===== src/hw/rtl/bbmp_pkg.sv =====
// Shared types, codes and defaults for the bad-block merge planner.
// No dependencies; every other file but bbmp_ram imports this package.
package bbmp_pkg;

    localparam int DEF_MAX_IMAGES     = 8;
    localparam int DEF_MAX_BAD_BLOCKS = 256;
    localparam int POS_W              = 48;

    localparam logic [1:0] CMD_CLEAR  = 2'd0;
    localparam logic [1:0] CMD_APPEND = 2'd1;
    localparam logic [1:0] CMD_SIZE   = 2'd2;
    localparam logic [1:0] CMD_QUERY  = 2'd3;

    localparam logic [1:0] ACT_COPY  = 2'd0;
    localparam logic [1:0] ACT_VOTE  = 2'd1;
    localparam logic [1:0] ACT_ERROR = 2'd2;
    localparam logic [1:0] ACT_OK    = 2'd3;

    localparam logic CFG_IMAGE_COUNT   = 1'b0;
    localparam logic CFG_OUTPUT_LENGTH = 1'b1;

    typedef enum logic [2:0] {
        ST_IDLE,
        ST_EXEC,
        ST_CSCAN,
        ST_CEVAL,
        ST_VSCAN,
        ST_VEVAL,
        ST_DONE
    } state_t;

    typedef enum logic [2:0] {
        RES_OK,
        RES_ERR,
        RES_COPY_LIM,
        RES_COPY_GAP,
        RES_VOTE
    } res_sel_t;

    typedef struct packed {
        logic     latch_in;
        logic     clear_lists;
        logic     append;
        logic     set_size;
        logic     scan_reset;
        logic     next_entry;
        logic     next_image;
        logic     mark_ge;
        logic     rd_en;
        logic     vote_update;
        logic     res_load;
        res_sel_t res_sel;
        logic     out_load;
    } ctrl_cmd_t;

    typedef struct packed {
        logic [1:0] command;
        logic       img_ok;
        logic       list_full;
        logic       i_end;
        logic       j_end;
        logic       covers;
        logic       after;
        logic       at_pos;
        logic       better;
        logic       out_free;
    } dp_stat_t;

endpackage


===== src/hw/rtl/bbmp_ctrl.sv =====
// Sequencer for the planner: command decode and the two query scans.
// Depends on bbmp_pkg.
module bbmp_ctrl (
    input  logic                clk,
    input  logic                rst_n,
    input  logic                in_valid,
    output logic                in_ready,
    input  bbmp_pkg::dp_stat_t  stat,
    output bbmp_pkg::ctrl_cmd_t cmd
);
    import bbmp_pkg::*;

    state_t state_reg, state_next;

    always_ff @(posedge clk or negedge rst_n)
    begin
        if (!rst_n)
        begin
            state_reg <= ST_IDLE;
        end
        else
        begin
            state_reg <= state_next;
        end
    end

    always_comb
    begin
        state_next = state_reg;
        unique case (state_reg)
            ST_IDLE:
            begin
                if (in_valid)
                begin
                    state_next = ST_EXEC;
                end
            end
            ST_EXEC:
            begin
                if (stat.command == CMD_QUERY)
                begin
                    state_next = ST_CSCAN;
                end
                else
                begin
                    state_next = ST_DONE;
                end
            end
            ST_CSCAN:
            begin
                priority if (stat.i_end)
                begin
                    state_next = ST_VSCAN;
                end
                else if (stat.j_end)
                begin
                    state_next = ST_DONE;
                end
                else
                begin
                    state_next = ST_CEVAL;
                end
            end
            ST_CEVAL:
            begin
                if (!stat.covers && stat.after)
                begin
                    state_next = ST_DONE;
                end
                else
                begin
                    state_next = ST_CSCAN;
                end
            end
            ST_VSCAN:
            begin
                priority if (stat.i_end)
                begin
                    state_next = ST_DONE;
                end
                else if (stat.j_end)
                begin
                    state_next = ST_VSCAN;
                end
                else
                begin
                    state_next = ST_VEVAL;
                end
            end
            ST_VEVAL:
            begin
                state_next = ST_VSCAN;
            end
            ST_DONE:
            begin
                if (stat.out_free)
                begin
                    state_next = ST_IDLE;
                end
            end
            default:
            begin
                state_next = ST_IDLE;
            end
        endcase
    end

    always_comb
    begin
        cmd      = '0;
        cmd.res_sel = RES_OK;
        in_ready = 1'b0;
        unique case (state_reg)
            ST_IDLE:
            begin
                in_ready     = 1'b1;
                cmd.latch_in = in_valid;
            end
            ST_EXEC:
            begin
                unique case (stat.command)
                    CMD_CLEAR:
                    begin
                        cmd.clear_lists = 1'b1;
                        cmd.res_load    = 1'b1;
                        cmd.res_sel     = RES_OK;
                    end
                    CMD_APPEND:
                    begin
                        cmd.res_load = 1'b1;
                        if (stat.img_ok && !stat.list_full)
                        begin
                            cmd.append  = 1'b1;
                            cmd.res_sel = RES_OK;
                        end
                        else
                        begin
                            cmd.res_sel = RES_ERR;
                        end
                    end
                    CMD_SIZE:
                    begin
                        cmd.res_load = 1'b1;
                        cmd.set_size = stat.img_ok;
                        cmd.res_sel  = stat.img_ok ? RES_OK : RES_ERR;
                    end
                    CMD_QUERY:
                    begin
                        cmd.scan_reset = 1'b1;
                    end
                    default:
                    begin
                        cmd.res_sel = RES_ERR;
                    end
                endcase
            end
            ST_CSCAN:
            begin
                priority if (stat.i_end)
                begin
                    cmd.scan_reset = 1'b1;
                end
                else if (stat.j_end)
                begin
                    cmd.res_load = 1'b1;
                    cmd.res_sel  = RES_COPY_LIM;
                end
                else
                begin
                    cmd.rd_en = 1'b1;
                end
            end
            ST_CEVAL:
            begin
                priority if (stat.covers)
                begin
                    cmd.next_image = 1'b1;
                end
                else if (stat.after)
                begin
                    cmd.res_load = 1'b1;
                    cmd.res_sel  = RES_COPY_GAP;
                end
                else
                begin
                    cmd.mark_ge    = stat.at_pos;
                    cmd.next_entry = 1'b1;
                end
            end
            ST_VSCAN:
            begin
                priority if (stat.i_end)
                begin
                    cmd.res_load = 1'b1;
                    cmd.res_sel  = RES_VOTE;
                end
                else if (stat.j_end)
                begin
                    cmd.next_image = 1'b1;
                end
                else
                begin
                    cmd.rd_en = 1'b1;
                end
            end
            ST_VEVAL:
            begin
                if (stat.covers && stat.better)
                begin
                    cmd.vote_update = 1'b1;
                    cmd.next_image  = 1'b1;
                end
                else
                begin
                    cmd.next_entry = 1'b1;
                end
            end
            ST_DONE:
            begin
                cmd.out_load = stat.out_free;
            end
            default:
            begin
                in_ready = 1'b0;
            end
        endcase
    end
endmodule


===== config.mk =====
export PLATFORM = sky130hd
export DESIGN_NAME = bbmp_ctrl
export DESIGN_NICKNAME = d
export VERILOG_FILES = /design/src/hw/rtl/bbmp_pkg.sv /design/src/hw/rtl/bbmp_ctrl.sv
export SDC_FILE = /design/constraint.sdc
export NUM_CORES = 1
export LEC_CHECK = 0
export BUFFER_PORTS_ARGS = -buffer_cell sky130_fd_sc_hd__buf_2
export CAP_MARGIN = 10
export CELL_PAD_IN_SITES_DETAIL_PLACEMENT = 0
export CELL_PAD_IN_SITES_GLOBAL_PLACEMENT = 1
export CORE_MARGIN = 2
export CORE_UTILIZATION = 25
export CTS_CLUSTER_DIAMETER = 50
export DETAILED_ROUTE_END_ITERATION = 6
export PLACE_DENSITY = 0.8
export SLEW_MARGIN = 30
export SYNTH_ARGS = -nofsm -noshare
export SYNTH_HDL_FRONTEND = slang
export SYNTH_SLANG_ARGS = --single-unit

===== constraint.sdc =====
create_clock -name clk -period 1.5 [get_ports clk]
set_input_delay 0.3 -clock clk [delete_from_list [all_inputs] [get_ports clk]]
set_output_delay 0.3 -clock clk [all_outputs]
set_load 0.005 [all_outputs]

==> flow_summary_export.csv, run 1 <==
group,metric,value,unit
routing,via_per_inst,5.17,
timing,fin_ws,-0.220,ns
clock_network,root_buffer,"clkbuf_4",
setup_path,cp_max_fo,5,
run_status,violations,"setup timing",
setup_path,r2r-end,"state_reg[2]$_DFFE_PN0P_",
logic_synthesis,ys_ff_latch,3,
timing,skew,0.000509,ns
logic_synthesis,ys_warn_count,0,
logic_synthesis,synth_top_area_share,18.2,%
logic_synthesis,netlist_instances,58,
timing,tightest_slew,0.254,ns
setup_path,crit_type,"reg -> out",
pwr,ir_drop,772,uV
clock_network,htreeDepth,1,
logic_synthesis,ys_top_cells_by_area,"dfrtp_1, nand2_1, nor3b_1, nor3_1, nor2_1",
grt,grt.total_usage,14.1,%
grt,overflow,0,
timing,max-slew-margin-rel,83.1,%
place,placed_area,653,um2
layout,final_common_cell,"buf_2",
place,dp_cells,112,
routing,wl_met1,610,um
setup_path,cp-end-kind,"output pin",
logic_synthesis,syn_area,413,um2
routing,routedWlPerCell,11.9,um
grt,grt_pass1_vias,535,
routing,vias,631,
setup_path,worstSetupEndpoint,"cmd[12]",
clock_network,cts_sinks,3,
place,dpl.hpwl,1030,um
clock_network,clk_latency,0.22,ns
setup_path,r2r-start,"state_reg[2]$_DFFE_PN0P_",
grt,grt_max_degree,9,
clock_network,clkTransAtPathRegs,0.03,ns
layout,largest_reg_flops,3,
setup_path,worst_r2r_path_depth,5,
die,start_util,27.1,%
timing,holdWs,0.387,ns
run_status,outcome,"complete, but fails checks",
routing,wl,1460,um
timing,setup_viol,13,
clock_network,cts_made_buffers,3,
routing,drt-initial-drc-count,9,
setup_path,cp.required,1.20,ns
layout,final_cell_mix,"buf_2, buf_4, nand2_1, nor2_1",
worst_hold_path,hp-class,"in -> reg",
timing,slew_violations,0,
grt,antenna_found_initial,0,
logic_synthesis,synth_top_area_cell,"dfrtp_1",
timing,rsz0062_at_grt,"yes",
logic_synthesis,syn_nets,72,
routing,drc,0,
logic_synthesis,avgSynthCellArea,7.12,um2
layout,final_area,802,um2
logic_synthesis,synth.distinct_cells,30,
layout,final_cells,122,
layout,fin_nets,121,
timing,min_period_over_period,115,%
routing,wl_met3,83,um
die,die_area,0.00199,mm2
die,ios,30,
place,gp_congestion,0.791,
layout,final_layout_size_suffix_gt1_share,63.2,%
setup_path,arrival,1.42,ns
worst_hold_path,holdCritStartpoint,"stat[5]",
setup_path,cp-start-kind,"register",
layout,diodes,0,
timing,clock.fmax,581,MHz
routing,antenna_left,0,
routing,firstDrtPassIters,2,
grt,grt_pass1_wl,2140,um
die,die_h,44.6,um
place,io_buffers,29,
logic_synthesis,synth-seq-area-share,18.2,%
setup_path,critPathLaunch,"state_reg[2]$_DFFE_PN0P_",
clock_network,cts_tree,"yes",
clock_network,cts_buffer_depth,2,
pwr,leakage,0.408,nW
timing,fin_crit,1.72,ns
layout,area_growth_syn_to_layout,94.2,%
flow_run,maxCapViolations,0,
setup_path,reg2reg_setup_slack,0.12,ns
routing,met2_length,762,um
timing,final-hold-violation-count,0,
die,die_w,44.6,um
pwr,powerDensity,1580,mW/mm2
die,fp-row-count,14,
routing,highest_layer,"met3",
die,core,0.00152,mm2
## cell families (layout without fill, tap and decap cells)
family	after synthesis	after routing	share of synthesized area, %
simple gates	35	35	50.9
compound gates	15	15	25.5
buf+inv	5	53	5.45
flops	3	3	18.2
## synthesized netlist by cell type, drive strengths merged
cell / n
nor2b: 3
buf: 3
a32o: 1
inv: 2
nor3b: 3
a21bo: 1
nor2: 5
and2b: 1
and3b: 1
nand2b: 2
nor3: 4
nand3: 3
a22oi: 2
nand3b: 1
and2: 1
a22o: 1
and3: 1
nor4b: 2
nand2: 6
a2bb2oi: 1
o211ai: 1
dfrtp: 3
or3b: 2
a31oi: 1
o21ai: 3
a32oi: 1
a21oi: 3
## report_power, final
group	internal (mW)	leakage [nW]	switching (mW)	total, mW
registers	0.123	0.0366	0.0438	0.167
clock network	0.0993	0.0150	0.0358	0.135
logic	0.534	0.356	0.432	0.966
total	0.756	0.408	0.512	1.27
## worst min path at each step
stage / to / slack, ns / cells after the start
global placement: state_reg[0]$_DFFE_PN0P_ / 0.1 / 1
CTS: state_reg[0]$_DFFE_PN0P_ / 0.37 / 4
finish: state_reg[2]$_DFFE_PN0P_ / 0.39 / 3
detailed placement: state_reg[2]$_DFFE_PN0P_ / 0.10 / 1
floorplan: state_reg[0]$_DFFE_PN0P_ / 0.004 / 0
global route: state_reg[0]$_DFFE_PN0P_ / 0.40 / 2
## per-layer routing
metal / track usage (%) / vias to the layer above
li1: - / 310
met1: 17.4 / 301
met2: 24.9 / 20
met3: 1.22 / 0
met4: 5.45 / 0
met5: 0 / -
## what timing repair did
item | CTS | global route
hold buffers | 1 | 0
gates resized for setup | 8 | 11
hold endpoints to repair | 3 | 0
endpoints found under the setup margin | 12 | 16
buffers inserted | 5 | 2
pin swaps | 4 | 2
gates cloned | 0 | 0
## stage by stage
stage / utilization [%] / power (mW) / setup WS, ns / setup TNS, ns
detailed placement: 42.9 / 0.899 / -0.0183 / -0.0429
floorplan: - / 0.533 / 0.141 / 0
global route: 52.6 / 1.38 / -0.282 / -2.61
CTS: 49.3 / 1.17 / -0.227 / -1.79
global placement: 42.9 / 0.899 / -0.00162 / -0.00162
finish: 52.6 / 1.27 / -0.220 / -1.74
## worst max-delay path: stages (launching register included)
cell and delay (ns):
dfrtp_1 0.40, or3b_4 0.45, nor4b_2 0.21, buf_2 0.14
## cell type report
| cell class | instances | area [um2] |
|---|---|---|
| Inverter | 2 | 7.51 |
| Multi-Input combinational cell | 50 | 383 |
| Fill cell | 168 | 722 |
| Clock buffer | 4 | 26.3 |
| Timing Repair Buffer | 47 | 290 |
| Tap cell | 16 | 20.0 |
| Sequential cell | 3 | 75.1 |
No activity file was read; power rests on OpenSTA's default activity.
==> run 2: changes to the inputs <==
--- a/config.mk
+++ b/config.mk
@@ -14,6 +14,7 @@
 export CTS_CLUSTER_DIAMETER = 50
 export DETAILED_ROUTE_END_ITERATION = 6
 export PLACE_DENSITY = 0.8
+export SETUP_SLACK_MARGIN = 0.15
 export SLEW_MARGIN = 30
 export SYNTH_ARGS = -nofsm -noshare
 export SYNTH_HDL_FRONTEND = slang
==> run 2 against run 1 <==
The run still ends with setup timing left; core utilization down 1.1 points; critical path depth increased by 1; clock power rose by 4%; critical path type unchanged; largest cell class unchanged; largest power group unchanged.
==> flow_summary_export.csv, run 2 (synthesized netlist as in run 1, its figures left out) <==
group,metric,value,unit
timing,fin_ws,-0.272,ns
layout,largest_reg_flops,3,
clock_network,cts_buffer_depth,2,
grt,use_met1,19.9,%
layout,final_cell_mix,"buf_2, buf_4, nand2_1, nor2_1, buf_6",
routing,firstDrtPassIters,4,
layout,area_growth_syn_to_layout,90.0,%
routing,antenna_left,0,
clock_network,clk_latency,0.23,ns
timing,skew,0.00638,ns
layout,multi_input_area,373,um2
worst_hold_path,hp-class,"in -> reg",
worst_hold_path,holdCritStartpoint,"stat[5]",
worst_hold_path,whs_endpoint,"state_reg[2]$_DFFE_PN0P_",
run_status,outcome,"complete, but fails checks",
timing,tightest_slew,0.233,ns
die,core,0.00152,mm2
routing,routedWlPerCell,11.6,um
run_status,violations,"setup timing",
timing,setup_viol,13,
layout,seqCellArea,76.3,um2
die,fp-row-count,14,
pwr,p_switching,0.489,mW
setup_path,critPathLaunch,"state_reg[1]$_DFFE_PN0P_",
setup_path,slowest_stage,"or3b_4",
grt,grt_pass1_vias,527,
pwr,ir_drop,788,uV
routing,via_per_inst,5.05,
grt,grt.total_usage,14.5,%
setup_path,cp-end-kind,"output pin",
setup_path,worst_r2r_path_depth,5,
setup_path,cp-start-kind,"register",
grt,grt_pass1_wl,2210,um
clock_network,htreeDepth,1,
pwr,combPwrFrac,73.0,%
place,dpl.hpwl,1030,um
place,placed_area,647,um2
clock_network,cts_made_buffers,3,
setup_path,path_delay_family,"simple AND/OR/NAND/NOR gates",
grt,met3_usage,1.22,%
setup_path,cp_max_fo,6,
routing,vias,601,
timing,slew_violations,0,
grt,grt_max_degree,9,
layout,final_layout_size_suffix_gt1_share,59.2,%
pwr,powerDensity,1520,mW/mm2
clock_network,cts_tree,"yes",
flow_run,maxCapViolations,0,
die,die_w,44.6,um
pwr,power.share.sequential,15.2,%
pwr,clkPwrFrac,11.8,%
timing,max-slew-margin-rel,84.4,%
setup_path,path_buf_inv,2,
layout,final_common_cell,"buf_2",
layout,fillCellCount,156,
grt,use_met2,23.5,%
timing,min_period_over_period,118,%
place,io_buffers,29,
timing,final-hold-violation-count,0,
die,die_area,0.00199,mm2
pwr,power,1.19,mW
setup_path,r2r-start,"state_reg[1]$_DFFE_PN0P_",
setup_path,arrival,1.47,ns
place,gp_congestion,0.786,
setup_path,r2r-end,"state_reg[0]$_DFFE_PN0P_",
layout,diodes,0,
setup_path,cp_cell_sequence,"or3b_4 > buf_4 > nor3_2 > buf_2",
setup_path,crit_type,"reg -> out",
routing,drc,0,
die,die_h,44.6,um
grt,antenna_found_initial,0,
die,ios,30,
setup_path,critPathMaxStageDelay,0.45,ns
grt,busiest_layer,"met2",
clock_network,clkTransAtPathRegs,0.04,ns
worst_hold_path,hold_depth,3,
timing,fin_crit,1.77,ns
clock_network,cts_sinks,3,
timing,clock.fmax,564,MHz
setup_path,reg2reg_setup_slack,0.24,ns
pwr,leakage,0.397,nW
routing,drt-initial-drc-count,13,
timing,holdWs,0.368,ns
setup_path,cp.required,1.20,ns
timing,rsz0062_at_grt,"yes",
clock_network,root_buffer,"clkbuf_4",
pwr,switching_share,41.1,%
grt,overflow,0,
pwr,p_int,0.702,mW
layout,final_area,785,um2
die,start_util,27.1,%
layout,fin_nets,118,
routing,wl,1380,um
timing,setup_tns,-2.14,ns
run 2: repair_timing:
action                                  in CTS  in global routing
setup buffers                                3                  1
gates resized for setup                      7                 13
endpoints found under the setup margin      17                 17
pin swaps                                    2                  7
hold endpoints to repair                     3                  0
hold buffers                                 1                  0
run 2: power groups by stage:
stage / logic (mW) / clock network (mW) / registers (mW)
final: 0.869 / 0.140 / 0.181
after global routing: 0.951 / 0.152 / 0.193
after CTS: 0.796 / 0.145 / 0.172
after detailed placement: 0.694 / 0 / 0.178
after global placement: 0.693 / 0 / 0.173
after floorplan: 0.388 / 0 / 0.148
run 2: worst max path at each step:
stage	to	slack, ns	cells after the start
floorplan	cmd[12]	0.15	2
global placement	cmd[6]	-0.04	5
detailed placement	cmd[6]	-0.06	5
CTS	cmd[4]	-0.27	5
global route	cmd[4]	-0.35	6
finish	cmd[13]	-0.27	4
run 2: per-stage QoR:
step / util, % / cells / setup WS (ns)
2_1_floorplan: - / 58 / 0.145
4_1_cts: 47.9 / 118 / -0.271
5_1_grt: 51.5 / 119 / -0.349
6_report: 51.5 / 119 / -0.272
3_5_place_dp: 42.4 / 110 / -0.0595
3_3_place_gp: 42.4 / 110 / -0.0438
run 2: layout make-up:
type | count | share of cell area (%)
Tap cell | 16 | 2.55
Timing Repair Buffer | 44 | 35.6
Clock buffer | 4 | 3.35
Sequential cell | 3 | 9.73
Inverter | 2 | 1.28
Multi-Input combinational cell | 50 | 47.5
run 2: per-layer routing:
metal  up-vias  share of wire (%)
li1        302                  -
met1       280                 45
met3         0                4.5
met5         -                  0
met4         0                  0
met2        19                 51
run 2: tightest hold or removal path, delay by kind of cell:
kind,cells,cell delay [ns]
compound gates,1,0.08
buf+inv,1,0.10
simple gates,1,0.08
==> run 3: changes to the inputs <==
--- a/config.mk
+++ b/config.mk
@@ -14,6 +14,7 @@
 export CTS_CLUSTER_DIAMETER = 50
 export DETAILED_ROUTE_END_ITERATION = 6
 export PLACE_DENSITY = 0.8
+export RECOVER_POWER = 50
 export SETUP_SLACK_MARGIN = 0.15
 export SLEW_MARGIN = 30
 export SYNTH_ARGS = -nofsm -noshare
==> run 3 against run 2 <==
The flow still finishes with violations (setup timing); die area unchanged; sequential share of layout area about the same; combinational power about the same; critical path depth unchanged; via count down 0.17%; global-route usage unchanged; design area down 0.16%; maximum frequency about the same; count of clock-buffer cells in the layout unchanged; critical path type unchanged; largest power group unchanged; highest routed layer unchanged.
==> flow_summary_export.csv, run 3 (synthesized netlist as in run 1, its figures left out) <==
group,metric,value,unit
timing,holdWs,0.368,ns
layout,final_cell_mix,"buf_2, buf_4, nand2_1, nor2_1, buf_6",
die,die_w,44.6,um
die,die_h,44.6,um
layout,final_common_cell,"buf_2",
routing,firstDrtPassIters,4,
pwr,ir_drop,788,uV
grt,grt_max_degree,9,
grt,grt_pass1_wl,2210,um
routing,vias,600,
setup_path,cp_max_fo,6,
timing,max-slew-margin-rel,84.4,%
timing,clock.fmax,564,MHz
timing,setup_viol,13,
clock_network,cts_made_buffers,3,
setup_path,cp.required,1.20,ns
clock_network,clk_latency,0.23,ns
timing,rsz0062_at_grt,"yes",
timing,fin_ws,-0.273,ns
worst_hold_path,hp-class,"in -> reg",
setup_path,cp_cell_sequence,"or3b_4 > buf_4 > nor3_2 > buf_2",
pwr,power,1.19,mW
layout,area_growth_syn_to_layout,89.7,%
die,die_area,0.00199,mm2
timing,min_period_over_period,118,%
setup_path,path_buf_inv,2,
setup_path,arrival,1.47,ns
timing,final-hold-violation-count,0,
pwr,powerDensity,1520,mW/mm2
die,ios,30,
timing,fin_crit,1.77,ns
die,core,0.00152,mm2
grt,grt_pass1_vias,527,
clock_network,cts_tree,"yes",
layout,largest_reg_flops,3,
grt,grt.total_usage,14.5,%
die,start_util,27.1,%
setup_path,crit_type,"reg -> out",
clock_network,root_buffer,"clkbuf_4",
setup_path,critPathMaxStageDelay,0.45,ns
routing,drc,0,
layout,final_layout_size_suffix_gt1_share,58.3,%
setup_path,cp-end-kind,"output pin",
timing,tightest_slew,0.233,ns
run_status,outcome,"complete, but fails checks",
place,gp_congestion,0.786,
routing,wl,1380,um
clock_network,cts_sinks,3,
routing,routedWlPerCell,11.6,um
timing,slew_violations,0,
pwr,leakage,0.394,nW
routing,drt-initial-drc-count,13,
setup_path,cp-start-kind,"register",
flow_run,maxCapViolations,0,
routing,antenna_left,0,
grt,antenna_found_initial,0,
setup_path,slowest_stage,"or3b_4",
layout,fin_nets,118,
clock_network,cts_buffer_depth,2,
run_status,violations,"setup timing",
grt,overflow,0,
routing,via_per_inst,5.04,
clock_network,clkTransAtPathRegs,0.04,ns
timing,skew,0.00638,ns
clock_network,htreeDepth,1,
setup_path,path_delay_family,"simple AND/OR/NAND/NOR gates",
place,dpl.hpwl,1030,um
place,io_buffers,29,
die,fp-row-count,14,
layout,diodes,0,
==> run 3: layout make-up <==
type	instances	area, um2
Clock buffer	4	26.3
Fill cell	157	741
Inverter	2	10.0
Multi-Input combinational cell	50	373
Sequential cell	3	76.3
Tap cell	16	20.0
Timing Repair Buffer	44	278
==> run 3: repair_timing <==
action / in CTS / in global routing
endpoints found under the setup margin: 17 / 17
hold buffers: 1 / 0
setup buffers: 3 / 1
endpoints found under the hold margin: 3 / 0
pin swaps: 2 / 7
resized for setup: 7 / 13
==> run 3: worst paths after layout <==
check                      slack, ns  depth (start not counted)                       end                     start
max                            -0.27                          4                   cmd[13]  state_reg[1]$_DFFE_PN0P_
min                             0.37                          3  state_reg[2]$_DFFE_PN0P_                   stat[5]
max reg2reg                     0.24                          5  state_reg[0]$_DFFE_PN0P_  state_reg[1]$_DFFE_PN0P_
min reg2reg                     0.69                          2  state_reg[0]$_DFFE_PN0P_  state_reg[0]$_DFFE_PN0P_
max in group asynchronous       0.92                          2  state_reg[1]$_DFFE_PN0P_                     rst_n
min in group asynchronous       0.40                          2  state_reg[0]$_DFFE_PN0P_                     rst_n
==> run 3: stage by stage <==
stage                     util (%)  TNS (ns)  worst slack, ns  area, um2  std cells
after global placement        42.4   -0.0843          -0.0438        647        110
after floorplan                  -         0            0.145        422         58
after detailed placement      42.4    -0.137          -0.0595        647        110
final                         51.4     -2.15           -0.273        783        119
after global routing          51.4     -3.17           -0.349        783        119
after CTS                     47.9     -2.29           -0.271        731        118
==> run 3: layer usage <==
| metal | up-vias | share of wire (%) | routed length, um | global-route usage, % |
|---|---|---|---|---|
| met5 | - | 0 | 0 | 0 |
| met4 | 0 | 0 | 0 | 5.45 |
| met3 | 0 | 4.5 | 62 | 1.22 |
| met2 | 19 | 51 | 697 | 23.5 |
| met1 | 278 | 45 | 619 | 19.9 |
| li1 | 303 | - | - | - |
==> run 3: where the power goes <==
group / internal, mW / switching (mW) / total, mW / leakage [nW]
Clock: 0.0996 / 0.0409 / 0.141 / 0.0150
Combinational: 0.476 / 0.393 / 0.869 / 0.343
Sequential: 0.125 / 0.0563 / 0.182 / 0.0355
==> run 3: worst register-to-register path: stages (launching register included) <==
cell and delay (ns):
dfrtp_2 0.39, buf_4 0.17, and2b_2 0.26, o21ai_2 0.16
buf_4 0.13, a21oi_1 0.05
